<file path="config.mk">
export PLATFORM = sky130hd
export DESIGN_NAME = etcbf_cordic
export DESIGN_NICKNAME = d
export VERILOG_FILES = /design/src/rtl/core/etcbf_pkg.sv /design/src/rtl/core/etcbf_cordic.sv
export SDC_FILE = /design/constraint.sdc
export NUM_CORES = 1
export LEC_CHECK = 0
export BUFFER_PORTS_ARGS = -buffer_cell sky130_fd_sc_hd__buf_2
export CAP_MARGIN = 20
export CORE_MARGIN = 1
export CORE_UTILIZATION = 70
export DETAILED_ROUTE_END_ITERATION = 8
export PLACE_DENSITY = 0.92
export SLEW_MARGIN = 20
export SYNTH_ARGS = -nofsm -noshare
export SYNTH_HDL_FRONTEND = slang
export SYNTH_SLANG_ARGS = --single-unit
export TNS_END_PERCENT = 5
</file>
<file path="constraint.sdc">
create_clock -name clk -period 21.3 [get_ports clk]
set_clock_uncertainty 0.1 [all_clocks]
set_input_delay 2.13 -clock clk [delete_from_list [all_inputs] [get_ports clk]]
set_output_delay 2.13 -clock clk [all_outputs]
set_load 0.01 [all_outputs]
</file>
<file path="src/rtl/core/etcbf_pkg.sv">
package etcbf_pkg;

	// Fixed-point format of all pose, gain and command values.
	localparam int FRAC_BITS = 16;

	// Datapath widths.
	localparam int OP_W  = 34;
	localparam int LO_W  = OP_W / 2;
	localparam int ACC_W = 68;
	localparam int RND_W = ACC_W - FRAC_BITS;
	localparam int SUM_W = 54;
	localparam int Q_W   = 32;
	localparam int CS_W  = 18;
	localparam int ANG_W = 36;
	localparam int DIV_W = 64;

	typedef logic signed [OP_W-1:0]  op_t;
	typedef logic signed [ACC_W-1:0] acc_t;
	typedef logic signed [RND_W-1:0] rnd_t;
	typedef logic signed [SUM_W-1:0] sum_t;
	typedef logic signed [Q_W-1:0]   q_t;
	typedef logic signed [CS_W-1:0]  cs_t;
	typedef logic signed [ANG_W-1:0] ang_t;

	// Fixed-point constants.
	localparam longint ONE_Q    = longint'(1) << FRAC_BITS;
	localparam longint HALF_Q   = ONE_Q / 2;
	localparam longint GOAL_R   = ((5 * ONE_Q) + 50) / 100;
	localparam longint GOAL_SQ  = GOAL_R * GOAL_R;
	localparam longint KICK_R   = (ONE_Q + 50) / 100;
	localparam longint KICK_SQ  = KICK_R * KICK_R;
	localparam longint VMAX     = ((22 * ONE_Q) + 50) / 100;
	localparam longint WMAX     = ((284 * ONE_Q) + 50) / 100;
	localparam longint LOOK_MIN = (ONE_Q / 1000000) + 1;
	localparam longint GRAD_RAW = (ONE_Q + 500000) / 1000000;
	localparam longint GRAD_MIN = (GRAD_RAW < 1) ? 1 : GRAD_RAW;
	localparam longint SAT_LIM  = (longint'(1) << 30) - 1;

	localparam sum_t SAT_HI = sum_t'(SAT_LIM);
	localparam sum_t SAT_LO = -sum_t'(SAT_LIM);

	// Rotation CORDIC in Q2.30.
	localparam int     CORDIC_N    = 30;
	localparam int     CS_SHIFT    = 30 - FRAC_BITS;
	localparam ang_t   ANG_PI      = 36'sd3373259426;
	localparam ang_t   ANG_HALF_PI = 36'sd1686629713;
	localparam ang_t   ANG_TWO_PI  = 36'sd6746518852;
	localparam op_t    CORDIC_GAIN = 34'sh026DD3B6A;

	localparam logic [31:0] ATAN_TAB [CORDIC_N] = '{
		32'h3243F6A8, 32'h1DAC6705, 32'h0FADBAFC, 32'h07F56EA6, 32'h03FEAB76,
		32'h01FFD55B, 32'h00FFFAAA, 32'h007FFF55, 32'h003FFFEA, 32'h001FFFFD,
		32'h000FFFFF, 32'h0007FFFF, 32'h0003FFFF, 32'h0001FFFF, 32'h0000FFFF,
		32'h00007FFF, 32'h00003FFF, 32'h00001FFF, 32'h00000FFF, 32'h000007FF,
		32'h000003FF, 32'h000001FF, 32'h000000FF, 32'h0000007F, 32'h0000003F,
		32'h0000001F, 32'h0000000F, 32'h00000007, 32'h00000003, 32'h00000001
	};

	// Configuration register indexes.
	typedef enum logic [2:0] {
		REG_OBS_X  = 3'd0,
		REG_OBS_Y  = 3'd1,
		REG_RADIUS = 3'd2,
		REG_MARGIN = 3'd3,
		REG_LOOK   = 3'd4,
		REG_GAIN   = 3'd5
	} reg_idx_t;

	// Result status codes.
	typedef enum logic [1:0] {
		STAT_HELD   = 2'd0,
		STAT_RECOMP = 2'd1,
		STAT_GOAL   = 2'd2,
		STAT_HALT   = 2'd3
	} status_t;

	// Request to the multiply-accumulate unit.
	typedef struct packed {
		logic start;
		logic clr;
		logic sub;
	} mac_req_t;

	// Saturate to plus or minus (2^30 - 1).
	function automatic q_t sat31(input sum_t v);
		q_t r;
		if (v > SAT_HI) begin
			r = q_t'(SAT_HI);
		end else if (v < SAT_LO) begin
			r = q_t'(SAT_LO);
		end else begin
			r = q_t'(v);
		end
		return r;
	endfunction

	// Symmetric clamp to a positive limit.
	function automatic op_t clamp_lim(input op_t v, input op_t lim);
		op_t r;
		if (v > lim) begin
			r = lim;
		end else if (v < -lim) begin
			r = -lim;
		end else begin
			r = v;
		end
		return r;
	endfunction

endpackage

</file>
<file path="src/rtl/core/etcbf_cordic.sv">
module etcbf_cordic (
	input  logic                  clk,
	input  logic                  arst_n,
	input  logic                  start,
	input  logic signed [18:0]    theta,
	output etcbf_pkg::cs_t        cos_q,
	output etcbf_pkg::cs_t        sin_q,
	output logic                  done
);

	logic                 busy_q;
	logic                 done_q;
	logic                 neg_q;
	logic [4:0]           it_q;
	etcbf_pkg::op_t       x_q;
	etcbf_pkg::op_t       y_q;
	etcbf_pkg::ang_t      a_q;

	etcbf_pkg::ang_t      a0;
	etcbf_pkg::ang_t      a1;
	etcbf_pkg::ang_t      a2;
	logic                 fold;
	etcbf_pkg::ang_t      at;
	etcbf_pkg::op_t       xs;
	etcbf_pkg::op_t       ys;
	etcbf_pkg::op_t       xr;
	etcbf_pkg::op_t       yr;

	// Reduce the heading to [-pi, pi], then fold into [-pi/2, pi/2].
	always_comb begin
		a0 = etcbf_pkg::ang_t'(theta) <<< etcbf_pkg::CS_SHIFT;
		if (a0 > etcbf_pkg::ANG_PI) begin
			a1 = a0 - etcbf_pkg::ANG_TWO_PI;
		end else if (a0 < -etcbf_pkg::ANG_PI) begin
			a1 = a0 + etcbf_pkg::ANG_TWO_PI;
		end else begin
			a1 = a0;
		end
		fold = 1'b1;
		if (a1 > etcbf_pkg::ANG_HALF_PI) begin
			a2 = a1 - etcbf_pkg::ANG_PI;
		end else if (a1 < -etcbf_pkg::ANG_HALF_PI) begin
			a2 = a1 + etcbf_pkg::ANG_PI;
		end else begin
			a2   = a1;
			fold = 1'b0;
		end
	end

	// One micro-rotation per cycle.
	always_comb begin
		at = etcbf_pkg::ang_t'($signed({1'b0, etcbf_pkg::ATAN_TAB[it_q]}));
		xs = x_q >>> it_q;
		ys = y_q >>> it_q;
		xr = (x_q + etcbf_pkg::op_t'(1 <<< (etcbf_pkg::CS_SHIFT - 1)))
		     >>> etcbf_pkg::CS_SHIFT;
		yr = (y_q + etcbf_pkg::op_t'(1 <<< (etcbf_pkg::CS_SHIFT - 1)))
		     >>> etcbf_pkg::CS_SHIFT;
	end

	always_ff @(posedge clk or negedge arst_n) begin
		if (!arst_n) begin
			busy_q <= 1'b0;
			done_q <= 1'b0;
			it_q   <= '0;
		end else begin
			done_q <= 1'b0;
			if (busy_q) begin
				if (it_q == 5'(etcbf_pkg::CORDIC_N - 1)) begin
					busy_q <= 1'b0;
					done_q <= 1'b1;
				end else begin
					it_q <= it_q + 1'b1;
				end
			end else if (start) begin
				busy_q <= 1'b1;
				it_q   <= '0;
			end
		end
	end

	always_ff @(posedge clk) begin
		if (busy_q) begin
			if (a_q >= 0) begin
				x_q <= x_q - ys;
				y_q <= y_q + xs;
				a_q <= a_q - at;
			end else begin
				x_q <= x_q + ys;
				y_q <= y_q - xs;
				a_q <= a_q + at;
			end
		end else if (start) begin
			x_q   <= etcbf_pkg::CORDIC_GAIN;
			y_q   <= '0;
			a_q   <= a2;
			neg_q <= fold;
		end
	end

	assign cos_q = etcbf_pkg::cs_t'(neg_q ? -xr : xr);
	assign sin_q = etcbf_pkg::cs_t'(neg_q ? -yr : yr);
	assign done  = done_q;

endmodule

</file>
==> key figures <==
Routing
  – Iteration-0 DRC Markers: 2880
  – Post-DRT Antenna Nets: 0
  – WL/cell: 22.8 microns
  – # DRC: 0
  – DRT Wirelength: 60800 microns
  – Vias per inst: 7.28
  – TritonRoute pass-1 iters: 6
  – Via count: 19.5k

Clocking
  – H-tree Lvls: 3
  – CTS tree: yes
  – Post-CTS Resized: 0
  – CTS Sinks: 112
  – Post-CTS setup buffers: 0
  – Hold_buf cts: 0
  – Max clock buf depth: 2
  – Clock-pin transition on the worst setup and hold timing paths: 0.10 ns
  – CTS root buffer: clkbuf_16
  – Num CTS Buffers: 9
  – Clk Latency, worst-skew pair: 0.39 ns

STA
  – Slew headroom: 30.3%
  – Max Slew Vio Count: 0
  – Minimum clock period: 8.35 ns
  – RSZ-0062 raised after global routing: false
  – Final period util: 39.2%
  – Setup-failing EPs final: 0
  – FMAX: 0.120 GHz
  – Worst Tran Pin Value: 1.04 ns
  – Final Hold Vio Count: 0
  – Sum of negative setup slack: 0 ns

Final layout
  – Area occupied by multi-input gates: 15100 sq um
  – Final std cells w/o fill: 2670
  – Ant. Diodes: 0
  – Area growth syn-to-layout: 2.84%
  – Fillers: 2016
  – Net count, final: 2477
  – Share of post-route cells with drive strength above 1: 12.2%
  – FF+latch area: 3340 sq um

Logic synthesis
  – Synthesized area: 19300 sq um
  – Synth top area share: 16.3%
  – Sequential-to-total area share from yosys stat: 17.2%
  – Count of cell types in the netlist: 99
  – Syn Area/Cell: 8.11 sq um
  – Most numerous cell in the Yosys netlist: nand2_1
  – Top cell type by total area after synthesis: edfxtp_1
  – Synthesized Nets: 2536
  – Yosys reg bits: 112
  – Post-synth ARST share: 6.25%
  – Cells after Synth: 2383
  – Synth cell count leaders: 242 x nand2_1, 201 x nor2_1, 176 x xnor2_1, 163 x a21oi_1, 154 x o21ai_0
  – Commonest register cell after synthesis: edfxtp_1
  – Post-synth EDFFs: 105
  – Ranking of synthesized cells by area: edfxtp_1 16%, mux4_2 9.6%, ha_1 8.3%, xnor2_1 8.0%, nand2_1 4.7%
  – Ys Warns: 0

Min path
  – Hold path depth: 2
  – Hold/Removal Path Class: reg2reg
  – WHS Endpoint: y_q[0]
  – Worst Min Path Start: y_q[0]

Floorplan
  – Initial Utilization: 71.5%
  – Die area: 28300 sq um
  – Cell Rows: 60
  – Die W: 168 microns
  – Core ar.: 27000 sq um
  – Top Ports: 59
  – Die span in y: 168 microns

Worst setup path
  – FF-to-FF Start: it_q[1]
  – CP arrival: 8.38 ns
  – Cells along the critical path: buf_4 -> mux4_2 -> mux2i_1 -> nand2_1 -> a31oi_1 -> ha_1 -> nand2_1 -> or3_1 -> o21ai_0 -> xor2_1 -> ha_1 -> a2111oi_0 -> a31oi_1 -> a211o_1 -> a2111oi_0 -> o21ai_0 -> and3_1 -> o21ai_0 -> or3b_2 -> a21o_1
  – Crit start category: flop
  – Crit-path most repeated cell: o21ai_0
  – Crit path kind: reg2reg
  – Cells on worst reg2reg path: 20
  – Critical path data required time: 21.33 ns
  – Reg-to-reg slack, setup: 12.95 ns
  – Crit-path leading delay family: compound AO/OA/AOI/OAI gates
  – Crit path largest cell delay: 0.97 ns
  – Crit-path max FO: 41
  – Crit Reg-Reg Endpoint: x_q[29]
  – Crit-path slowest cell: dfrtp_2
  – WP buf/inv: 1
  – Nature of the critical path endpoint: flop

Placement
  – DP Cell Count: 2653
  – GPL Wtd Cong: 1.06
  – Post-detail-place hpwl: 44600 microns
  – Port-buffer cells: 58

GRT
  – First-pass GRT wire length: 96600 microns
  – Remaining global-route overflow: 0
  – Total GRT Usage: 42.8%
  – Antenna violations before repair: 0
  – Largest net degree at the start of global routing: 79
  – Vias in the first global route: 18.6k

Flow run
  – Max-Cap Viols: 0

Outcome
  – Outcome: finished clean
[how the worst max path moves through the flow]
stage	start	end	slack [ns]	depth (start not counted)
2_1_floorplan	theta[2]	a_q[30]	14.24	23
3_3_place_gp	theta[1]	a_q[31]	13.30	22
3_5_place_dp	theta[1]	a_q[11]	13.07	22
4_1_cts	it_q[0]	x_q[29]	13.23	21
5_1_grt	it_q[0]	x_q[29]	12.64	21
6_report	it_q[1]	x_q[29]	12.95	20
[sequential cells by signal (all words and copies together) (netlist names)]
signal  cells
neg_q       1
busy_q      1
done        1
a_q        36
it_q        5
y_q        34
x_q        34
[final cells by class]
type,instances,area share [%]
Clock inverter,7,0.485
Sequential cell,112,16.8
Clock buffer,9,1.13
Inverter,79,1.49
Tap cell,341,2.15
Timing Repair Buffer,77,2.21
Multi-Input combinational cell,2045,75.7
[tightest hold or removal path, stage by stage (launching register included)]
cell and delay (ns):
edfxtp_1 0.37, ha_1 0.14, and2_1 0.12
[metal layers]
| metal | routed length (microns) | track usage, % | vias up |
|---|---|---|---|
| met2 | 29000 | 73.3 | 1266 |
| met3 | 5510 | 5.55 | 291 |
| met1 | 22100 | 50.9 | 9134 |
| met5 | 0 | 0 | - |
| met4 | 4100 | 27.3 | 0 |
| li1 | - | - | 8759 |
[cells by family (layout without fill, tap and decap cells)]
group | count (synthesis) | in the layout | share of synthesized area (%)
multiplexers | 160 | 160 | 13.8
flip-flops | 112 | 112 | 17.2
adder cells (fa/ha/maj) | 131 | 131 | 8.59
AND/OR/NAND/NOR | 807 | 807 | 20.3
buffers and inverters | 226 | 172 | 4.91
AO/OA/AOI/OAI | 681 | 681 | 23.1
XOR/XNOR | 266 | 266 | 12.0
[placed cells by master, fill, tap and decap left out, types with 9 or more instances in the layout]
cell         n
a32oi_1     10
o21ai_0    154
nor4_1      16
xnor2_1    176
a211oi_1    30
nand2b_1    40
nor2_1     201
and2_1      20
and3_1      28
o211ai_1    21
o21bai_1    27
a31o_2      11
or2_2       21
nand2_1    242
o21a_1      23
edfxtp_1   105
nor2b_1     18
nor3_1      53
a31oi_1     28
clkbuf_16    9
xor2_1      90
mux2i_1     43
mux4_2      82
a21o_1      59
nand4_1     26
inv_1       75
o31a_1      10
o22ai_1     18
o31ai_1     27
ha_1       128
and4_1      10
a21oi_1    163
or3_1       11
buf_4       18
nand3_1     75
buf_2       58
mux2_2      34
[through the flow]
step	util, %	area [sq um]	worst slack, ns	hold WS, ns
2_1_floorplan	-	19300	14.24	0.548
4_1_cts	73.5	19900	13.23	0.614
6_report	73.6	19900	12.95	0.622
3_3_place_gp	72.3	19500	13.30	0.575
3_5_place_dp	72.3	19500	13.07	0.589
5_1_grt	73.6	19900	12.64	0.653
Power is left out: the tool's default activity adds up to more than one toggle a clock period on the data nets, which glitch-free logic cannot reach.
