--- config.mk ---
export PLATFORM = sky130hd
export DESIGN_NAME = etcbf_mac
export DESIGN_NICKNAME = d
export VERILOG_FILES = /design/src/rtl/core/etcbf_pkg.sv /design/src/rtl/core/etcbf_mac.sv
export SDC_FILE = /design/constraint.sdc
export NUM_CORES = 2
export LEC_CHECK = 0
export ABC_AREA = 1
export BUFFER_PORTS_ARGS = -buffer_cell sky130_fd_sc_hd__buf_4
export CORE_UTILIZATION = 60
export DETAILED_ROUTE_END_ITERATION = 8
export PLACE_DENSITY = 0.78
export SLEW_MARGIN = 20
export SYNTH_ARGS = -nofsm -noshare
export SYNTH_HDL_FRONTEND = slang
export SYNTH_SLANG_ARGS = --single-unit
--- constraint.sdc ---
create_clock -name clk -period 13 [get_ports clk]
set_input_delay 1.95 -clock clk [delete_from_list [all_inputs] [get_ports clk]]
set_output_delay 1.95 -clock clk [all_outputs]
set_load 0.01 [all_outputs]
--- src/rtl/core/etcbf_pkg.sv ---
package etcbf_pkg;

	// Fixed-point format of all pose, gain and command values.
	localparam int FRAC_BITS = 16;

	// Datapath widths.
	localparam int OP_W  = 34;
	localparam int LO_W  = OP_W / 2;
	localparam int ACC_W = 68;
	localparam int RND_W = ACC_W - FRAC_BITS;
	localparam int SUM_W = 54;
	localparam int Q_W   = 32;
	localparam int CS_W  = 18;
	localparam int ANG_W = 36;
	localparam int DIV_W = 64;

	typedef logic signed [OP_W-1:0]  op_t;
	typedef logic signed [ACC_W-1:0] acc_t;
	typedef logic signed [RND_W-1:0] rnd_t;
	typedef logic signed [SUM_W-1:0] sum_t;
	typedef logic signed [Q_W-1:0]   q_t;
	typedef logic signed [CS_W-1:0]  cs_t;
	typedef logic signed [ANG_W-1:0] ang_t;

	// Fixed-point constants.
	localparam longint ONE_Q    = longint'(1) << FRAC_BITS;
	localparam longint HALF_Q   = ONE_Q / 2;
	localparam longint GOAL_R   = ((5 * ONE_Q) + 50) / 100;
	localparam longint GOAL_SQ  = GOAL_R * GOAL_R;
	localparam longint KICK_R   = (ONE_Q + 50) / 100;
	localparam longint KICK_SQ  = KICK_R * KICK_R;
	localparam longint VMAX     = ((22 * ONE_Q) + 50) / 100;
	localparam longint WMAX     = ((284 * ONE_Q) + 50) / 100;
	localparam longint LOOK_MIN = (ONE_Q / 1000000) + 1;
	localparam longint GRAD_RAW = (ONE_Q + 500000) / 1000000;
	localparam longint GRAD_MIN = (GRAD_RAW < 1) ? 1 : GRAD_RAW;
	localparam longint SAT_LIM  = (longint'(1) << 30) - 1;

	localparam sum_t SAT_HI = sum_t'(SAT_LIM);
	localparam sum_t SAT_LO = -sum_t'(SAT_LIM);

	// Rotation CORDIC in Q2.30.
	localparam int     CORDIC_N    = 30;
	localparam int     CS_SHIFT    = 30 - FRAC_BITS;
	localparam ang_t   ANG_PI      = 36'sd3373259426;
	localparam ang_t   ANG_HALF_PI = 36'sd1686629713;
	localparam ang_t   ANG_TWO_PI  = 36'sd6746518852;
	localparam op_t    CORDIC_GAIN = 34'sh026DD3B6A;

	localparam logic [31:0] ATAN_TAB [CORDIC_N] = '{
		32'h3243F6A8, 32'h1DAC6705, 32'h0FADBAFC, 32'h07F56EA6, 32'h03FEAB76,
		32'h01FFD55B, 32'h00FFFAAA, 32'h007FFF55, 32'h003FFFEA, 32'h001FFFFD,
		32'h000FFFFF, 32'h0007FFFF, 32'h0003FFFF, 32'h0001FFFF, 32'h0000FFFF,
		32'h00007FFF, 32'h00003FFF, 32'h00001FFF, 32'h00000FFF, 32'h000007FF,
		32'h000003FF, 32'h000001FF, 32'h000000FF, 32'h0000007F, 32'h0000003F,
		32'h0000001F, 32'h0000000F, 32'h00000007, 32'h00000003, 32'h00000001
	};

	// Configuration register indexes.
	typedef enum logic [2:0] {
		REG_OBS_X  = 3'd0,
		REG_OBS_Y  = 3'd1,
		REG_RADIUS = 3'd2,
		REG_MARGIN = 3'd3,
		REG_LOOK   = 3'd4,
		REG_GAIN   = 3'd5
	} reg_idx_t;

	// Result status codes.
	typedef enum logic [1:0] {
		STAT_HELD   = 2'd0,
		STAT_RECOMP = 2'd1,
		STAT_GOAL   = 2'd2,
		STAT_HALT   = 2'd3
	} status_t;

	// Request to the multiply-accumulate unit.
	typedef struct packed {
		logic start;
		logic clr;
		logic sub;
	} mac_req_t;

	// Saturate to plus or minus (2^30 - 1).
	function automatic q_t sat31(input sum_t v);
		q_t r;
		if (v > SAT_HI) begin
			r = q_t'(SAT_HI);
		end else if (v < SAT_LO) begin
			r = q_t'(SAT_LO);
		end else begin
			r = q_t'(v);
		end
		return r;
	endfunction

	// Symmetric clamp to a positive limit.
	function automatic op_t clamp_lim(input op_t v, input op_t lim);
		op_t r;
		if (v > lim) begin
			r = lim;
		end else if (v < -lim) begin
			r = -lim;
		end else begin
			r = v;
		end
		return r;
	endfunction

endpackage

--- src/rtl/core/etcbf_mac.sv ---
module etcbf_mac (
	input  logic                clk,
	input  logic                arst_n,
	input  etcbf_pkg::mac_req_t req,
	input  etcbf_pkg::op_t      a,
	input  etcbf_pkg::op_t      b,
	output etcbf_pkg::acc_t     acc,
	output logic                done
);

	logic                                 ph_q;
	logic                                 done_q;
	logic                                 sub_q;
	logic signed [etcbf_pkg::OP_W-etcbf_pkg::LO_W-1:0] a_hi_q;
	etcbf_pkg::op_t                       b_q;
	etcbf_pkg::acc_t                      acc_q;

	logic signed [etcbf_pkg::LO_W:0]      mul_a;
	etcbf_pkg::op_t                       mul_b;
	logic signed [etcbf_pkg::LO_W+etcbf_pkg::OP_W:0] prod;
	etcbf_pkg::acc_t                      term;
	etcbf_pkg::acc_t                      base;
	logic                                 do_sub;

	// One narrow multiplier: low half of a first, then the signed high half.
	always_comb begin
		if (ph_q) begin
			mul_a  = (etcbf_pkg::LO_W+1)'(a_hi_q);
			mul_b  = b_q;
			base   = acc_q;
			do_sub = sub_q;
		end else begin
			mul_a  = $signed({1'b0, a[etcbf_pkg::LO_W-1:0]});
			mul_b  = b;
			base   = req.clr ? '0 : acc_q;
			do_sub = req.sub;
		end
		prod = mul_a * mul_b;
		term = ph_q ? (etcbf_pkg::acc_t'(prod) <<< etcbf_pkg::LO_W)
		            : etcbf_pkg::acc_t'(prod);
	end

	// Partial-product accumulation in two phases, low half then high half.
	always_ff @(posedge clk or negedge arst_n) begin
		if (!arst_n) begin
			ph_q   <= 1'b0;
			done_q <= 1'b0;
		end else begin
			done_q <= 1'b0;
			if (ph_q) begin
				ph_q   <= 1'b0;
				done_q <= 1'b1;
			end else if (req.start) begin
				ph_q <= 1'b1;
			end
		end
	end

	always_ff @(posedge clk) begin
		if (ph_q || req.start) begin
			acc_q <= do_sub ? (base - term) : (base + term);
		end
		if (req.start && !ph_q) begin
			a_hi_q <= a[etcbf_pkg::OP_W-1:etcbf_pkg::LO_W];
			b_q    <= b;
			sub_q  <= req.sub;
		end
	end

	assign acc  = acc_q;
	assign done = done_q;

endmodule

==> flow_summary.toml <==
[timing]
slew-limit-headroom_pct = 25.4
final.setup_skew_ns = 0.0430
worst_slew_pin_slew_ns = 1.12
post_route_minimum_period_ns = 11.93
grt_setup_unrepaired = "no"
max_freq_mhz = 83.8
final_report_hold_violation_count = 0
finalMaxSlewViolations = 0
finalSetupViolations = 0
period_share_pct = 91.8

[routing]
route.antenna.remaining_nets = 0
detailedRoute.firstIterationViolations = 3441
drt_pre_antenna_iters = 6
detail_route.wl_per_cell_um = 20.2
post-route-drc-count = 0
dr_total_vias = 33025
total_length_of_routed_wires_mm = 120
vias_per_cell = 5.58

[synth]
avgSynthCellArea_um2 = 7.05
ys_ff_latch = 122
area_of_the_mapped_netlist_mm2 = 0.0354
syn_inst = 5026
synth_fp_nets = 5878
ys.flop_type = "sky130_fd_sc_hd__edfxtp_1"
yosysWarningCount = 0
asyncSetResetFlopFracSynth_pct = 1.64
edff_count_synth = 120
synth_cell_type_count = 51
seq_area_frac_synth_pct = 10.3

[worst_hold_path]
holdCritStartpoint = "acc[0]"
hold_path_depth = 3
holdPathEnd = "acc[0]"
holdCritPathClass = "reg2reg"

[critical_path]
critPathMostFrequentCell = "sky130_fd_sc_hd__nand2_1"
critical_path.startpoint_type = "primary input"
critical_path.max_stage_delay_ns = 0.58
category_of_the_worst_setup_path_capture_point = "flip-flop"
critical_path_required_ns = 13.24
path_buf_inv = 8
timing_worst_setup_path_type = "in2reg"
rr_endpoint = "acc[56]"
cp_num_cells = 41
worst_path_dominant_cell_family = "adder cells"
worst-path-max-fanout = 17
worst_ep_arrival_time_ns = 12.17
critical-path-slowest-cell = "sky130_fd_sc_hd__o21ai_2"
crit-reg2reg-launch = "ph_q"
reg2reg_slack_ns = 1.22
reg2regPathDepth = 45

[layout]
n_fill_cell = 5227
final_util_pct = 65.8
layout.nets = 5994
multi_input_logic_area_mm2 = 0.0266
flow.area_growth_from_synthesis_pct = 7.74
layout_cells_sized_above_1_pct = 8.05
final-seq-area_mm2 = 0.00366
fin_area_mm2 = 0.0382

[clock_network]
cts_tree = "yes"
path_clk_slew_ns = 0.07
clk-insertion-delay-late_ns = 0.54
cts_setup_buffers = 0
numClockSinks = 122
post_cts_hold_buffer_count = 0
count_of_h_tree_levels_built_during_cts = 4
cts_resized = 0
numCtsBuffers = 17
clk_path_buf_depth = 2
clk_root_buffer_cell = "sky130_fd_sc_hd__clkbuf_16"

[floorplan]
core_area_mm2 = 0.0580
start_util_pct = 61.1
dieWidth_um = 245
die-height_um = 245
fp.dieArea_mm2 = 0.0600
top_level_port_count = 142
placementRows = 88

[placement]
hpwlAfterDp_mm = 101
globalplace.congestion = 1.03
numPortBuffers = 141
placed_cell_areas_mm2 = 0.0376

[global_route]
grt_first_pass_wirelength_mm = 185
gr-total-overflow = 0
grt_pass1_vias = 32946
pin_count_of_the_biggest_net_entering_global_routing = 71
grt_antenna_before_repair = 4
gr-usage-all-layers_pct = 41.4

[outcome]
status = "complete, no violations"

[job]
timing.max_cap.violations = 0
==> worst reg2reg max path: cells and delay by family (launching register included) <==
kind,cells,cell delay [ns]
buffers and inverters,12,2.29
xor gates and xnor gates,2,0.34
AOI/OAI and AO/OA,7,1.32
DFF,1,0.64
adders and majority gates,8,3.89
and+or+nand+nor,16,3.05
==> logic make-up after synthesis <==
logic type	count (synthesis)	synth area share, %
compound gates	309	4.88
xor+xnor	121	2.99
fa+ha+maj	779	39.9
buf+inv	1365	14.6
flops	122	10.3
simple gates	2330	27.3
==> routing by layer <==
| layer | GRT usage [%] | vias up | wire length (um) |
|---|---|---|---|
| met2 | 61.3 | 1759 | 50900 |
| met1 | 57.0 | 15788 | 49200 |
| li1 | - | 15164 | - |
| met4 | 16.0 | 6 | 4730 |
| met3 | 12.5 | 308 | 15100 |
| met5 | 0 | - | 40 |
==> synth_stat cells (all sizes together) (2+ instances only) <==
cell type | number | area, um^2
o221ai | 3 | 26.3
nand2 | 1269 | 4850
ha | 193 | 2410
a221oi | 3 | 26.3
nand3 | 221 | 1170
xnor2 | 40 | 350
dfrtp | 2 | 50.1
a21boi | 4 | 30.0
fa | 586 | 11700
o21a | 12 | 90.1
and2 | 3 | 18.8
xor2 | 81 | 709
nor4 | 3 | 18.8
or2 | 28 | 175
o21bai | 2 | 15.0
o2111ai | 3 | 26.3
inv | 1236 | 4640
a31oi | 25 | 156
a21o | 5 | 37.5
nor2 | 701 | 2790
nor3 | 34 | 201
buf | 30 | 174
clkinv | 8 | 30.0
edfxtp | 120 | 3600
o31ai | 2 | 15.0
o211ai | 5 | 37.5
a211oi | 2 | 15.0
nand4 | 66 | 419
clkbuf | 91 | 342
a21oi | 144 | 721
nand3b | 4 | 30.0
o21ai | 97 | 512
==> final cells by class <==
class	count	share of cell area, %
multi-input cells	3539	69.8
flip-flops and latches	122	9.58
clock inverters	15	0.429
inverters	1244	12.2
clock buffers	17	1.11
diodes	3	0.0197
repair buffers	218	4.32
well taps	765	2.51
==> worst max-delay path by stage <==
stage	start	to	slack (ns)
after floorplan	b[33]	acc[67]	3.02
after global placement	a[10]	acc[56]	-0.47
after detailed placement	a[10]	acc[56]	0.98
after CTS	a[10]	acc[56]	1.47
after global routing	a[10]	acc[67]	0.69
final	a[10]	acc[56]	1.07
==> registers in the layout, summed over array words and instances (netlist names) <==
register / count
sub_q: 1
ph_q: 1
b_q: 34
done: 1
acc: 68
a_hi_q: 17
==> metrics by stage <==
stage | hold WS [ns] | setup slack (ns) | TNS, ns | instances
after floorplan | 0.427 | 3.02 | 0 | 5026
after global placement | 0.832 | -0.465 | -2.82 | 5887
after detailed placement | 0.845 | 0.979 | 0 | 5888
after CTS | 0.860 | 1.47 | 0 | 5920
after global routing | 0.900 | 0.687 | 0 | 5920
final | 0.865 | 1.07 | 0 | 5923
==> placed cells by master (no fill, tap or decap), types with 3 or more instances in the layout <==
cell type / netlist / final
sky130_fd_sc_hd__a21boi_0: 4 / 4
sky130_fd_sc_hd__a21o_1: 5 / 5
sky130_fd_sc_hd__a21oi_1: 144 / 144
sky130_fd_sc_hd__a221oi_1: 3 / 3
sky130_fd_sc_hd__a31oi_1: 25 / 25
sky130_fd_sc_hd__and2_1: 3 / 3
sky130_fd_sc_hd__buf_4: 9 / 217
sky130_fd_sc_hd__clkbuf_16: 0 / 17
sky130_fd_sc_hd__clkinv_1: 8 / 9
sky130_fd_sc_hd__diode_2: 0 / 3
sky130_fd_sc_hd__edfxtp_1: 120 / 120
sky130_fd_sc_hd__fa_1: 586 / 586
sky130_fd_sc_hd__ha_1: 193 / 193
sky130_fd_sc_hd__inv_1: 1199 / 1198
sky130_fd_sc_hd__inv_2: 37 / 37
sky130_fd_sc_hd__inv_6: 0 / 5
sky130_fd_sc_hd__nand2_1: 1240 / 1238
sky130_fd_sc_hd__nand2_2: 27 / 28
sky130_fd_sc_hd__nand2_4: 2 / 3
sky130_fd_sc_hd__nand3_1: 209 / 209
sky130_fd_sc_hd__nand3_2: 12 / 12
sky130_fd_sc_hd__nand3b_1: 4 / 4
sky130_fd_sc_hd__nand4_1: 65 / 65
sky130_fd_sc_hd__nor2_1: 663 / 662
sky130_fd_sc_hd__nor2_2: 28 / 28
sky130_fd_sc_hd__nor2_4: 9 / 10
sky130_fd_sc_hd__nor3_1: 29 / 29
sky130_fd_sc_hd__nor3_2: 4 / 4
sky130_fd_sc_hd__nor4_1: 3 / 3
sky130_fd_sc_hd__o2111ai_1: 3 / 3
sky130_fd_sc_hd__o211ai_1: 5 / 5
sky130_fd_sc_hd__o21a_1: 12 / 12
sky130_fd_sc_hd__o21ai_0: 73 / 68
sky130_fd_sc_hd__o21ai_1: 17 / 16
sky130_fd_sc_hd__o21ai_2: 7 / 12
sky130_fd_sc_hd__o221ai_1: 3 / 3
sky130_fd_sc_hd__or2_1: 3 / 3
sky130_fd_sc_hd__or2_2: 25 / 25
sky130_fd_sc_hd__xnor2_1: 40 / 40
sky130_fd_sc_hd__xor2_1: 81 / 81
Power is not shown: default switching activity piles up to over one toggle a cycle in this logic, so the estimate is an artifact.
