==> src/rtl/core/etcbf_pkg.sv <==
package etcbf_pkg;

	// Fixed-point format of all pose, gain and command values.
	localparam int FRAC_BITS = 16;

	// Datapath widths.
	localparam int OP_W  = 34;
	localparam int LO_W  = OP_W / 2;
	localparam int ACC_W = 68;
	localparam int RND_W = ACC_W - FRAC_BITS;
	localparam int SUM_W = 54;
	localparam int Q_W   = 32;
	localparam int CS_W  = 18;
	localparam int ANG_W = 36;
	localparam int DIV_W = 64;

	typedef logic signed [OP_W-1:0]  op_t;
	typedef logic signed [ACC_W-1:0] acc_t;
	typedef logic signed [RND_W-1:0] rnd_t;
	typedef logic signed [SUM_W-1:0] sum_t;
	typedef logic signed [Q_W-1:0]   q_t;
	typedef logic signed [CS_W-1:0]  cs_t;
	typedef logic signed [ANG_W-1:0] ang_t;

	// Fixed-point constants.
	localparam longint ONE_Q    = longint'(1) << FRAC_BITS;
	localparam longint HALF_Q   = ONE_Q / 2;
	localparam longint GOAL_R   = ((5 * ONE_Q) + 50) / 100;
	localparam longint GOAL_SQ  = GOAL_R * GOAL_R;
	localparam longint KICK_R   = (ONE_Q + 50) / 100;
	localparam longint KICK_SQ  = KICK_R * KICK_R;
	localparam longint VMAX     = ((22 * ONE_Q) + 50) / 100;
	localparam longint WMAX     = ((284 * ONE_Q) + 50) / 100;
	localparam longint LOOK_MIN = (ONE_Q / 1000000) + 1;
	localparam longint GRAD_RAW = (ONE_Q + 500000) / 1000000;
	localparam longint GRAD_MIN = (GRAD_RAW < 1) ? 1 : GRAD_RAW;
	localparam longint SAT_LIM  = (longint'(1) << 30) - 1;

	localparam sum_t SAT_HI = sum_t'(SAT_LIM);
	localparam sum_t SAT_LO = -sum_t'(SAT_LIM);

	// Rotation CORDIC in Q2.30.
	localparam int     CORDIC_N    = 30;
	localparam int     CS_SHIFT    = 30 - FRAC_BITS;
	localparam ang_t   ANG_PI      = 36'sd3373259426;
	localparam ang_t   ANG_HALF_PI = 36'sd1686629713;
	localparam ang_t   ANG_TWO_PI  = 36'sd6746518852;
	localparam op_t    CORDIC_GAIN = 34'sh026DD3B6A;

	localparam logic [31:0] ATAN_TAB [CORDIC_N] = '{
		32'h3243F6A8, 32'h1DAC6705, 32'h0FADBAFC, 32'h07F56EA6, 32'h03FEAB76,
		32'h01FFD55B, 32'h00FFFAAA, 32'h007FFF55, 32'h003FFFEA, 32'h001FFFFD,
		32'h000FFFFF, 32'h0007FFFF, 32'h0003FFFF, 32'h0001FFFF, 32'h0000FFFF,
		32'h00007FFF, 32'h00003FFF, 32'h00001FFF, 32'h00000FFF, 32'h000007FF,
		32'h000003FF, 32'h000001FF, 32'h000000FF, 32'h0000007F, 32'h0000003F,
		32'h0000001F, 32'h0000000F, 32'h00000007, 32'h00000003, 32'h00000001
	};

	// Configuration register indexes.
	typedef enum logic [2:0] {
		REG_OBS_X  = 3'd0,
		REG_OBS_Y  = 3'd1,
		REG_RADIUS = 3'd2,
		REG_MARGIN = 3'd3,
		REG_LOOK   = 3'd4,
		REG_GAIN   = 3'd5
	} reg_idx_t;

	// Result status codes.
	typedef enum logic [1:0] {
		STAT_HELD   = 2'd0,
		STAT_RECOMP = 2'd1,
		STAT_GOAL   = 2'd2,
		STAT_HALT   = 2'd3
	} status_t;

	// Request to the multiply-accumulate unit.
	typedef struct packed {
		logic start;
		logic clr;
		logic sub;
	} mac_req_t;

	// Saturate to plus or minus (2^30 - 1).
	function automatic q_t sat31(input sum_t v);
		q_t r;
		if (v > SAT_HI) begin
			r = q_t'(SAT_HI);
		end else if (v < SAT_LO) begin
			r = q_t'(SAT_LO);
		end else begin
			r = q_t'(v);
		end
		return r;
	endfunction

	// Symmetric clamp to a positive limit.
	function automatic op_t clamp_lim(input op_t v, input op_t lim);
		op_t r;
		if (v > lim) begin
			r = lim;
		end else if (v < -lim) begin
			r = -lim;
		end else begin
			r = v;
		end
		return r;
	endfunction

endpackage

==> src/rtl/core/etcbf_div.sv <==
module etcbf_div (
	input  logic                           clk,
	input  logic                           arst_n,
	input  logic                           start,
	input  etcbf_pkg::acc_t                num,
	input  logic [etcbf_pkg::DIV_W-1:0]    den,
	output etcbf_pkg::q_t                  quot,
	output logic                           done
);

	logic                                busy_q;
	logic                                done_q;
	logic                                neg_q;
	logic [$clog2(etcbf_pkg::DIV_W)-1:0] cnt_q;
	logic [etcbf_pkg::DIV_W-1:0]         quo_q;
	logic [etcbf_pkg::DIV_W-1:0]         rem_q;
	logic [etcbf_pkg::DIV_W-1:0]         den_q;

	logic [etcbf_pkg::DIV_W-1:0]         mag;
	logic [etcbf_pkg::DIV_W:0]           rem_sh;
	logic                                fits;
	logic [etcbf_pkg::Q_W-1:0]           q_lim;

	// Magnitude plus half the divisor gives round-to-nearest, ties away from zero.
	always_comb begin
		mag    = etcbf_pkg::DIV_W'(num[etcbf_pkg::ACC_W-1] ? -num : num);
		rem_sh = {rem_q, quo_q[etcbf_pkg::DIV_W-1]};
		fits   = rem_sh >= {1'b0, den_q};
		if (quo_q > etcbf_pkg::DIV_W'(etcbf_pkg::SAT_LIM)) begin
			q_lim = etcbf_pkg::Q_W'(etcbf_pkg::SAT_LIM);
		end else begin
			q_lim = quo_q[etcbf_pkg::Q_W-1:0];
		end
	end

	// Restoring division, one quotient bit per cycle.
	always_ff @(posedge clk or negedge arst_n) begin
		if (!arst_n) begin
			busy_q <= 1'b0;
			done_q <= 1'b0;
			cnt_q  <= '0;
		end else begin
			done_q <= 1'b0;
			if (busy_q) begin
				cnt_q <= cnt_q - 1'b1;
				if (cnt_q == '0) begin
					busy_q <= 1'b0;
					done_q <= 1'b1;
				end
			end else if (start) begin
				busy_q <= 1'b1;
				cnt_q  <= '1;
			end
		end
	end

	always_ff @(posedge clk) begin
		if (busy_q) begin
			rem_q <= fits ? etcbf_pkg::DIV_W'(rem_sh - {1'b0, den_q})
			              : rem_sh[etcbf_pkg::DIV_W-1:0];
			quo_q <= {quo_q[etcbf_pkg::DIV_W-2:0], fits};
		end else if (start) begin
			rem_q <= '0;
			quo_q <= mag + (den >> 1);
			den_q <= den;
			neg_q <= num[etcbf_pkg::ACC_W-1];
		end
	end

	assign quot = neg_q ? -$signed(q_lim) : $signed(q_lim);
	assign done = done_q;

endmodule

==> config.mk <==
export PLATFORM = sky130hd
export DESIGN_NAME = etcbf_div
export DESIGN_NICKNAME = d
export VERILOG_FILES = /design/src/rtl/core/etcbf_pkg.sv /design/src/rtl/core/etcbf_div.sv
export SDC_FILE = /design/constraint.sdc
export NUM_CORES = 1
export LEC_CHECK = 0
export BUFFER_PORTS_ARGS = -buffer_cell sky130_fd_sc_hd__buf_2
export CORE_MARGIN = 5
export CORE_UTILIZATION = 30
export DETAILED_ROUTE_END_ITERATION = 10
export GPL_ROUTABILITY_DRIVEN = 1
export REMOVE_ABC_BUFFERS = 1
export SLEW_MARGIN = 20
export SYNTH_ARGS = -nofsm -noshare
export SYNTH_HDL_FRONTEND = slang
export SYNTH_SLANG_ARGS = --single-unit
export TNS_END_PERCENT = 100
==> constraint.sdc <==
create_clock -name clk -period 5.35 [get_ports clk]
set_input_delay 1.07 -clock clk [delete_from_list [all_inputs] [get_ports clk]]
set_output_delay 1.07 -clock clk [all_outputs]
set_load 0.1 [all_outputs]
==> flow_summary.toml, run 1 <==
[run_status]
status = "finished, violations left"
violations = "setup timing"

[logic_synthesis]
post-synth-top-area-fraction = 0.324
synthCells = 2089
yosysTopAreaCell = "edfxtp_1"
ys_ff_latch = 201
yosysWarnings = 0
ys_seq_area_frac = 0.335
postSynthAreaPerCell_sq_um = 8.57
synth.lib_cells_used.distinct = 81
synth-edff-count = 193
ys.flop_type = "edfxtp_1"
synth_area_sq_mm = 0.0179
synth_area_leaders = "edfxtp_1, ha_1, xnor2_1"
async_flop_share = 0.0398

[grt]
gr-total-overflow = 0
grt_pass1_vias = 17200
grtUsageTotal = 0.182
antenna_found_initial = 6
grt_pass1_wl_microns = 95200
grt_max_degree = 80

[cells_and_area]
final_cell_count_no_fill = 3323
drive_gt1_frac = 0.284
mostFrequentLayoutCell = "buf_4"
final_net_count = 2809
utilization = 0.407
syn_to_final_growth_pct = 34.4
mostFrequentLayoutCells = "buf_4, nand2_1, edfxtp_1, o21ai_0, nor2_1"

[power_and_ir_drop]
p_int_w = 0.00601
comb_power_share = 0.545
pwr-share-seq = 0.295
p_leak_nw = 10.4
switching_share = 0.426
finalPower_w = 0.0105
ir_drop_mv = 0.252
p_switching_w = 0.00447
clkPwrFrac = 0.161
powerDensity_mw_per_mm2 = 435

[floorplan]
ios = 168
die_area_sq_mm = 0.0647
fp-row-count = 89
die_w_microns = 254
die_h_microns = 254
initial_utilization = 0.303
coreArea_sq_mm = 0.0591

[cts]
clock_latency_ns = 0.55
clock-sinks = 201
clkSlewWorstSetupHoldPaths_ns = 0.06
cts_tree = "built"
cts_max_level = 1
cts_buffers = 25
cts_hold_buffers = 0
clockRootBuffer = "clkbuf_16"
cts_buffer_depth = 3

[sta]
finalSetupViolCount = 13
hold_viol = 0
finClkSkew_ns = 0.0264
fin_crit_ns = 5.52
rsz0062_at_grt = "yes"
fin_ws_ns = -0.170
worst_slew_margin_rel = 0.296
period_share = 1.03
worstMarginPinSlew_ns = 1.06
hold_ws_ns = 0.353
slew_viol_final = 0
clock.fmax_mhz = 181

[critical_path]
setup.worst_path.start_class = "input port"
cp.arrival_ns = 5.82
path_class = "in -> reg"
crit_fanout = 3
worstPathRequired_ns = 5.65
cp-end-kind = "register"

[drt]
vias = 17700
routed_via_density = 5.33
drcViolationCount = 0
drt_iter0_markers = 1036
firstDrtPassIters = 5
wl_microns = 62800
ant_nets = 0
wl_per_cell_microns = 18.9

[place]
portBuffers = 164
post-dp-hpwl_microns = 48900
gp_congestion = 1.00
pre_cts_slack_ns = -1.32
dp.cells = 3236

[run]
maxCapViolCount = 0

[worst_hold_path]
hp-class = "in -> async"
==> registers in the layout, summed over array words and instances (netlist names) <==
signal	flops
busy_q	1
cnt_q	6
den_q	64
done	1
neg_q	1
quo_q	64
rem_q	64
==> power by group through the flow <==
stage | logic (W) | registers, W | clock network [W]
after global routing | 0.00625 | 0.00316 | 0.00178
after floorplan | 0.00386 | 0.00290 | 0
after CTS | 0.00547 | 0.00305 | 0.00173
after global placement | 0.00530 | 0.00302 | 0
after detailed placement | 0.00538 | 0.00304 | 0
final | 0.00571 | 0.00309 | 0.00168
==> per-layer routing <==
layer / GRT usage / routed length [microns] / share of wire
met2: 0.302 / 29400 / 0.47
met1: 0.248 / 28200 / 0.45
met4: 0.0644 / 2250 / 0.036
met3: 0.0187 / 2970 / 0.047
met5: 0 / 0 / 0
==> stage by stage <==
stage	TNS (ns)	area [sq um]
floorplan	-23.03	17500
global placement	-22.19	21800
detailed placement	-22.34	21800
CTS	-2.25	23100
global route	-3.85	24100
finish	-1.26	24100
==> critical path, stage by stage <==
cell,delay (ns)
buf_6,0.09
or4_4,0.54
or4_4,0.44
buf_6,0.15
nor4_4,0.32
buf_4,0.19
nand3_4,0.09
buf_6,0.13
o31ai_4,0.25
xnor2_1,0.12
ha_2,0.37
nand2_4,0.07
nor4_4,0.29
buf_4,0.17
o2111ai_4,0.14
a211oi_4,0.38
nor4_4,0.08
buf_4,0.17
buf_4,0.14
o31ai_4,0.24
xnor2_1,0.08
mux2_2,0.26
==> cell usage after synthesis, types with 14 or more instances <==
master    number
inv_1        112
clkbuf_1      91
a211oi_1      32
nor2b_1       14
nand4_1       45
a21o_1        86
nor2_1       159
o31ai_1       24
o21ai_0      177
o311ai_0      25
xnor2_1      127
edfxtp_1     193
nand2b_1      15
nor3_1        46
mux2i_1       36
o21bai_1      19
nand2_1      223
nand3_1       35
xor2_1        55
nor4_1        31
or3_1         33
a31oi_1       22
a21oi_1      156
ha_1         141
==> cells by family after synthesis <==
kind of cell | Yosys count | share of synthesized area
buffers and inverters | 215 | 0.0461
muxes | 41 | 0.0233
and+or+nand+nor | 666 | 0.180
xor gates and xnor gates | 182 | 0.0890
AOI/OAI and AO/OA | 641 | 0.227
adders and majority gates | 143 | 0.101
DFF | 201 | 0.335
==> timing repair <==
action                     4_1_cts  5_1_grt
setup endpoints to repair       33       36
pin swaps                       26       96
gates resized for setup         86      167
setup buffers                   15       34
gates cloned                     0        0
==> layout make-up <==
class                   instances  area [sq um]
flip-flops and latches        201          6000
diodes                          6          15.0
multi-input cells            1673         12100
well taps                     773           967
inverters                     113           427
clock inverters                12           144
repair buffers                517          3770
fillers                      5833         35100
clock buffers                  28           637
==> worst paths after layout <==
path,start,endpoint,slack (ns),cells past startpoint
setup / recovery,num[14],quo_q[63],-0.17,22
setup reg to reg,quo_q[63],rem_q[58],1.05,14
min in group clk,cnt_q[5],done,0.49,1
hold / removal,arst_n,cnt_q[1],0.35,1
hold reg to reg,cnt_q[5],done,0.49,1
max in group asynchronous,arst_n,busy_q,4.81,1
No activity file was read; power rests on OpenSTA's default activity.
==> run 2, diff against run 1 <==
CORE_MARGIN = 4   (was 5)
clock period = 5.4 ns   (was 5.35 ns; I/O delays follow)
==> flow_summary.toml, run 2 (synthesis gave the netlist of run 1 again) <==
[run_status]
status = "finished, violations left"
violations = "setup timing"

[power_and_ir_drop]
p_int_w = 0.00586
powerDensity_mw_per_mm2 = 432
ir_drop_mv = 0.259
comb_power_share = 0.542
clkPwrFrac = 0.161
p_leak_nw = 10.2
finalPower_w = 0.0103
switching_share = 0.431
pwr-share-seq = 0.296
p_switching_w = 0.00444

[floorplan]
die_w_microns = 252
die_area_sq_mm = 0.0637
die_h_microns = 252
initial_utilization = 0.303
coreArea_sq_mm = 0.0590
ios = 168
fp-row-count = 89

[cts]
cts_max_level = 1
cts_buffer_depth = 3
clockRootBuffer = "clkbuf_16"
cts_tree = "built"
clock_latency_ns = 0.55
clock-sinks = 201
clkSlewWorstSetupHoldPaths_ns = 0.06
cts_buffers = 25
cts_hold_buffers = 0

[critical_path]
setup.worst_path.start_class = "register"
cp-end-kind = "primary output"
cp.arrival_ns = 4.42
path_class = "reg -> out"
worstPathRequired_ns = 4.32
crit_fanout = 4

[drt]
firstDrtPassIters = 5
wl_per_cell_microns = 18.6
drt_iter0_markers = 1170
vias = 17600
wl_microns = 61300
drcViolationCount = 0
routed_via_density = 5.34
ant_nets = 0

[grt]
gr-total-overflow = 0
grt_pass1_vias = 17100
grt_max_degree = 71
antenna_found_initial = 8
grt_pass1_wl_microns = 94400
grtUsageTotal = 0.183

[sta]
finalSetupViolCount = 7
finClkSkew_ns = 0.0298
slew_viol_final = 0
fin_crit_ns = 5.50
hold_viol = 0
period_share = 1.02
tns_ns = -0.429
worst_slew_margin_rel = 0.365
clock.fmax_mhz = 182
fin_ws_ns = -0.101
worstMarginPinSlew_ns = 0.950
rsz0062_at_grt = "yes"

[place]
place_area_sq_mm = 0.0216
post-dp-hpwl_microns = 48300
gp_congestion = 0.972
portBuffers = 164

[cells_and_area]
syn_to_final_growth_pct = 33.0
multi_input_area_sq_mm = 0.0121
nFillCells = 5979
mostFrequentLayoutCells = "buf_4, nand2_1, edfxtp_1, nor2_1, buf_2"
mostFrequentLayoutCell = "buf_4"
final_area_sq_mm = 0.0238
reg_top3 = "den_q: 64 flops, quo_q: 64 flops, rem_q: 64 flops"
regArea_sq_mm = 0.00600
drive_gt1_frac = 0.275
final_net_count = 2780

[worst_hold_path]
hp-class = "in -> async"

[run]
maxCapViolCount = 0
-- run 2: cell types whose count changed in the layout (fill, tap and decap cells not counted), sizes merged --
| cell | before | now |
|---|---|---|
| buf | 512 | 482 |
| bufinv | 3 | 1 |
| clkbuf | 32 | 31 |
| clkinv | 7 | 9 |
| clkinvlp | 1 | 3 |
| diode | 6 | 8 |
| inv | 114 | 119 |
-- run 2: area by class of cell --
cell class,instances,share of cell area
clock inverters,19,0.00709
multi-input cells,1673,0.506
flip-flops and latches,201,0.252
clock buffers,26,0.0264
inverters,113,0.0179
repair buffers,488,0.149
well taps,773,0.0406
diodes,8,0.000841
-- run 2: path summary, 6_finish.rpt --
path,from,to,slack (ns),cells after the start
hold / removal,arst_n,done,0.38,1
setup reg to reg,quo_q[63],rem_q[58],1.06,15
setup / recovery,quo_q[63],quot[26],-0.10,18
min in group clk,cnt_q[0],cnt_q[0],0.51,1
hold reg to reg,cnt_q[0],cnt_q[0],0.51,1
max in group asynchronous,arst_n,busy_q,4.84,1
-- run 2: critical path: stages, from the launching register on --
cell and delay [ns]:
edfxtp_1 0.41, nor4_2 0.33, buf_4 0.16, nand4_1 0.09, or3_4 0.44, nor2_4 0.15
ha_4 0.16, nor3b_4 0.17, buf_4 0.14, nand3_2 0.06, or3_4 0.43, nor3_4 0.15
nand3_2 0.11, or2_4 0.28, or3_4 0.33, nand2_1 0.07, nand2_1 0.07, nand3_2 0.11
buf_12 0.21
-- run 2: power by group through the flow --
stage	Clock (W)	Combinational, W	Sequential (W)
floorplan	0	0.00383	0.00287
global placement	0	0.00523	0.00299
finish	0.00166	0.00558	0.00305
detailed placement	0	0.00532	0.00300
CTS	0.00171	0.00541	0.00302
global route	0.00177	0.00617	0.00312
-- run 2: through the flow --
step	cells	worst slack (ns)	util	hold slack, ns
2_1_floorplan	1987	-1.19	-	0.445
3_3_place_gp	3215	-0.890	0.366	0.475
3_5_place_dp	3215	-0.899	0.366	0.480
4_1_cts	3271	-0.284	0.389	0.352
5_1_grt	3300	-0.298	0.403	0.358
6_report	3301	-0.101	0.403	0.379
-- run 2: layer usage --
metal	vias up	global-route usage	wire (microns)
li1	8560	-	-
met1	8447	0.252	27800
met2	492	0.300	28300
met3	119	0.0172	2690
met4	0	0.0716	2480
met5	-	0	0
-- run 2: repair_timing --
action / 4_1_cts / 5_1_grt
endpoints found under the setup margin: 28 / 37
resized for setup: 92 / 154
pin swaps: 26 / 70
buffers inserted: 13 / 26
==> run 3, diff against run 2 <==
REMOVE_ABC_BUFFERS = not set   (was 1)
==> flow_summary.toml, run 3 (synthesis gave the netlist of run 1 again) <==
[critical_path]
path_class = "reg -> out"
setup.worst_path.start_class = "register"
worstPathRequired_ns = 4.32
crit_fanout = 3
cp-end-kind = "primary output"
cp.arrival_ns = 4.42

[cts]
clkSlewWorstSetupHoldPaths_ns = 0.06
cts_tree = "built"
cts_buffer_depth = 3
cts_buffers = 24
cts_max_level = 1
cts_hold_buffers = 0
clock-sinks = 201
clockRootBuffer = "clkbuf_16"
clock_latency_ns = 0.54

[power_and_ir_drop]
ir_drop_mv = 0.224
p_leak_nw = 10.1
powerDensity_mw_per_mm2 = 436

[sta]
tns_ns = -0.288
rsz0062_at_grt = "yes"
finalSetupViolCount = 4
finClkSkew_ns = 0.0135
worstMarginPinSlew_ns = 0.917
fin_ws_ns = -0.105
clock.fmax_mhz = 182
period_share = 1.02
slew_viol_final = 0
hold_ws_ns = 0.381
hold_viol = 0
fin_crit_ns = 5.50
worst_slew_margin_rel = 0.389

[cells_and_area]
syn_to_final_growth_pct = 31.3
multi_input_area_sq_mm = 0.0119
regArea_sq_mm = 0.00600
mostFrequentLayoutCell = "buf_4"
mostFrequentLayoutCells = "buf_4, nand2_1, edfxtp_1, o21ai_0, nor2_1"
final_net_count = 2757
reg_top3 = "den_q: 64 flops, quo_q: 64 flops, rem_q: 64 flops"
utilization = 0.399
drive_gt1_frac = 0.261
nFillCells = 5874
final_area_sq_mm = 0.0235

[place]
portBuffers = 164
place_area_sq_mm = 0.0216
post-dp-hpwl_microns = 47900
gp_congestion = 0.980

[run_status]
status = "finished, violations left"
violations = "setup timing"

[drt]
wl_microns = 61000
firstDrtPassIters = 5
ant_nets = 0
drcViolationCount = 0
routed_via_density = 5.37
drt_iter0_markers = 1402
vias = 17600
wl_per_cell_microns = 18.6

[floorplan]
die_w_microns = 252
fp-row-count = 89
ios = 168
coreArea_sq_mm = 0.0590
die_h_microns = 252
die_area_sq_mm = 0.0637
initial_utilization = 0.303

[grt]
grt_pass1_wl_microns = 93500
grtUsageTotal = 0.181
grt_pass1_vias = 16900
antenna_found_initial = 13
gr-total-overflow = 0
grt_max_degree = 76

[run]
maxCapViolCount = 0

[worst_hold_path]
hp-class = "in -> async"

[logic_synthesis]
syn_nets = 2367
[run 3: cell count changes in the layout (fill, tap and decap cells not counted), moves of 7 or more]
cell and delta:
o21ai_0 +10, buf_4 -11, o311ai_0 -8, o21ai_1 -7
buf_6 -12, o311ai_1 +8
[run 3: stage by stage]
stage	setup WS, ns	cells	total power (W)
after floorplan	-0.771	2089	0.00675
after global placement	-0.779	3202	0.00820
after detailed placement	-0.786	3202	0.00830
after CTS	-0.0675	3258	0.0101
after global routing	-0.287	3275	0.0110
final	-0.105	3278	0.0103
[run 3: path summary, 6_finish.rpt]
kind                       slack (ns)  cells past startpoint        to       from
hold / removal                   0.38                      1  cnt_q[0]     arst_n
setup / recovery                -0.10                     22  quot[12]  quo_q[63]
hold reg to reg                  0.50                      1  cnt_q[5]   cnt_q[5]
min in group clk                 0.50                      1  cnt_q[5]   cnt_q[5]
setup reg to reg                 1.03                     12  quo_q[0]   den_q[1]
max in group asynchronous        4.82                      1    busy_q     arst_n
[run 3: per-layer routing]
layer	GRT usage	part of all wire
met1	0.241	0.44
met2	0.299	0.46
met3	0.0231	0.051
met4	0.0750	0.043
met5	0	0.00079
[run 3: where the power goes]
group / switching (W) / internal, W / total [W] / leakage, nW
registers: 0.000494 / 0.00255 / 0.00305 / 2.03
logic: 0.00319 / 0.00234 / 0.00553 / 7.66
clock network: 0.000691 / 0.000986 / 0.00168 / 0.383
total: 0.00437 / 0.00588 / 0.0103 / 10.1
[run 3: what timing repair did]
item / in CTS / in global routing
endpoints found under the setup margin: 25 / 34
gates resized for setup: 40 / 150
buffers inserted: 13 / 15
pin swaps: 4 / 55
[run 3: area by class of cell]
| class | count | share of cell area |
|---|---|---|
| flip-flops and latches | 201 | 0.255 |
| repair buffers | 466 | 0.143 |
| diodes | 8 | 0.000851 |
| inverters | 113 | 0.0181 |
| clock inverters | 19 | 0.00782 |
| well taps | 773 | 0.0411 |
| multi-input cells | 1673 | 0.508 |
| clock buffers | 25 | 0.0266 |
[run 3: worst max-delay path: stages (launching register included)]
cell	delay (ns)
edfxtp_1	0.40
nor4_2	0.30
buf_4	0.18
nand4_1	0.07
or3_4	0.41
nor2_4	0.14
ha_4	0.16
nor3b_4	0.23
nand3_2	0.10
or3_4	0.36
nor3_4	0.16
buf_4	0.14
buf_4	0.09
buf_4	0.09
buf_4	0.09
buf_4	0.09
buf_4	0.09
buf_4	0.09
buf_4	0.09
buf_4	0.09
buf_4	0.09
o311ai_1	0.18
buf_12	0.23
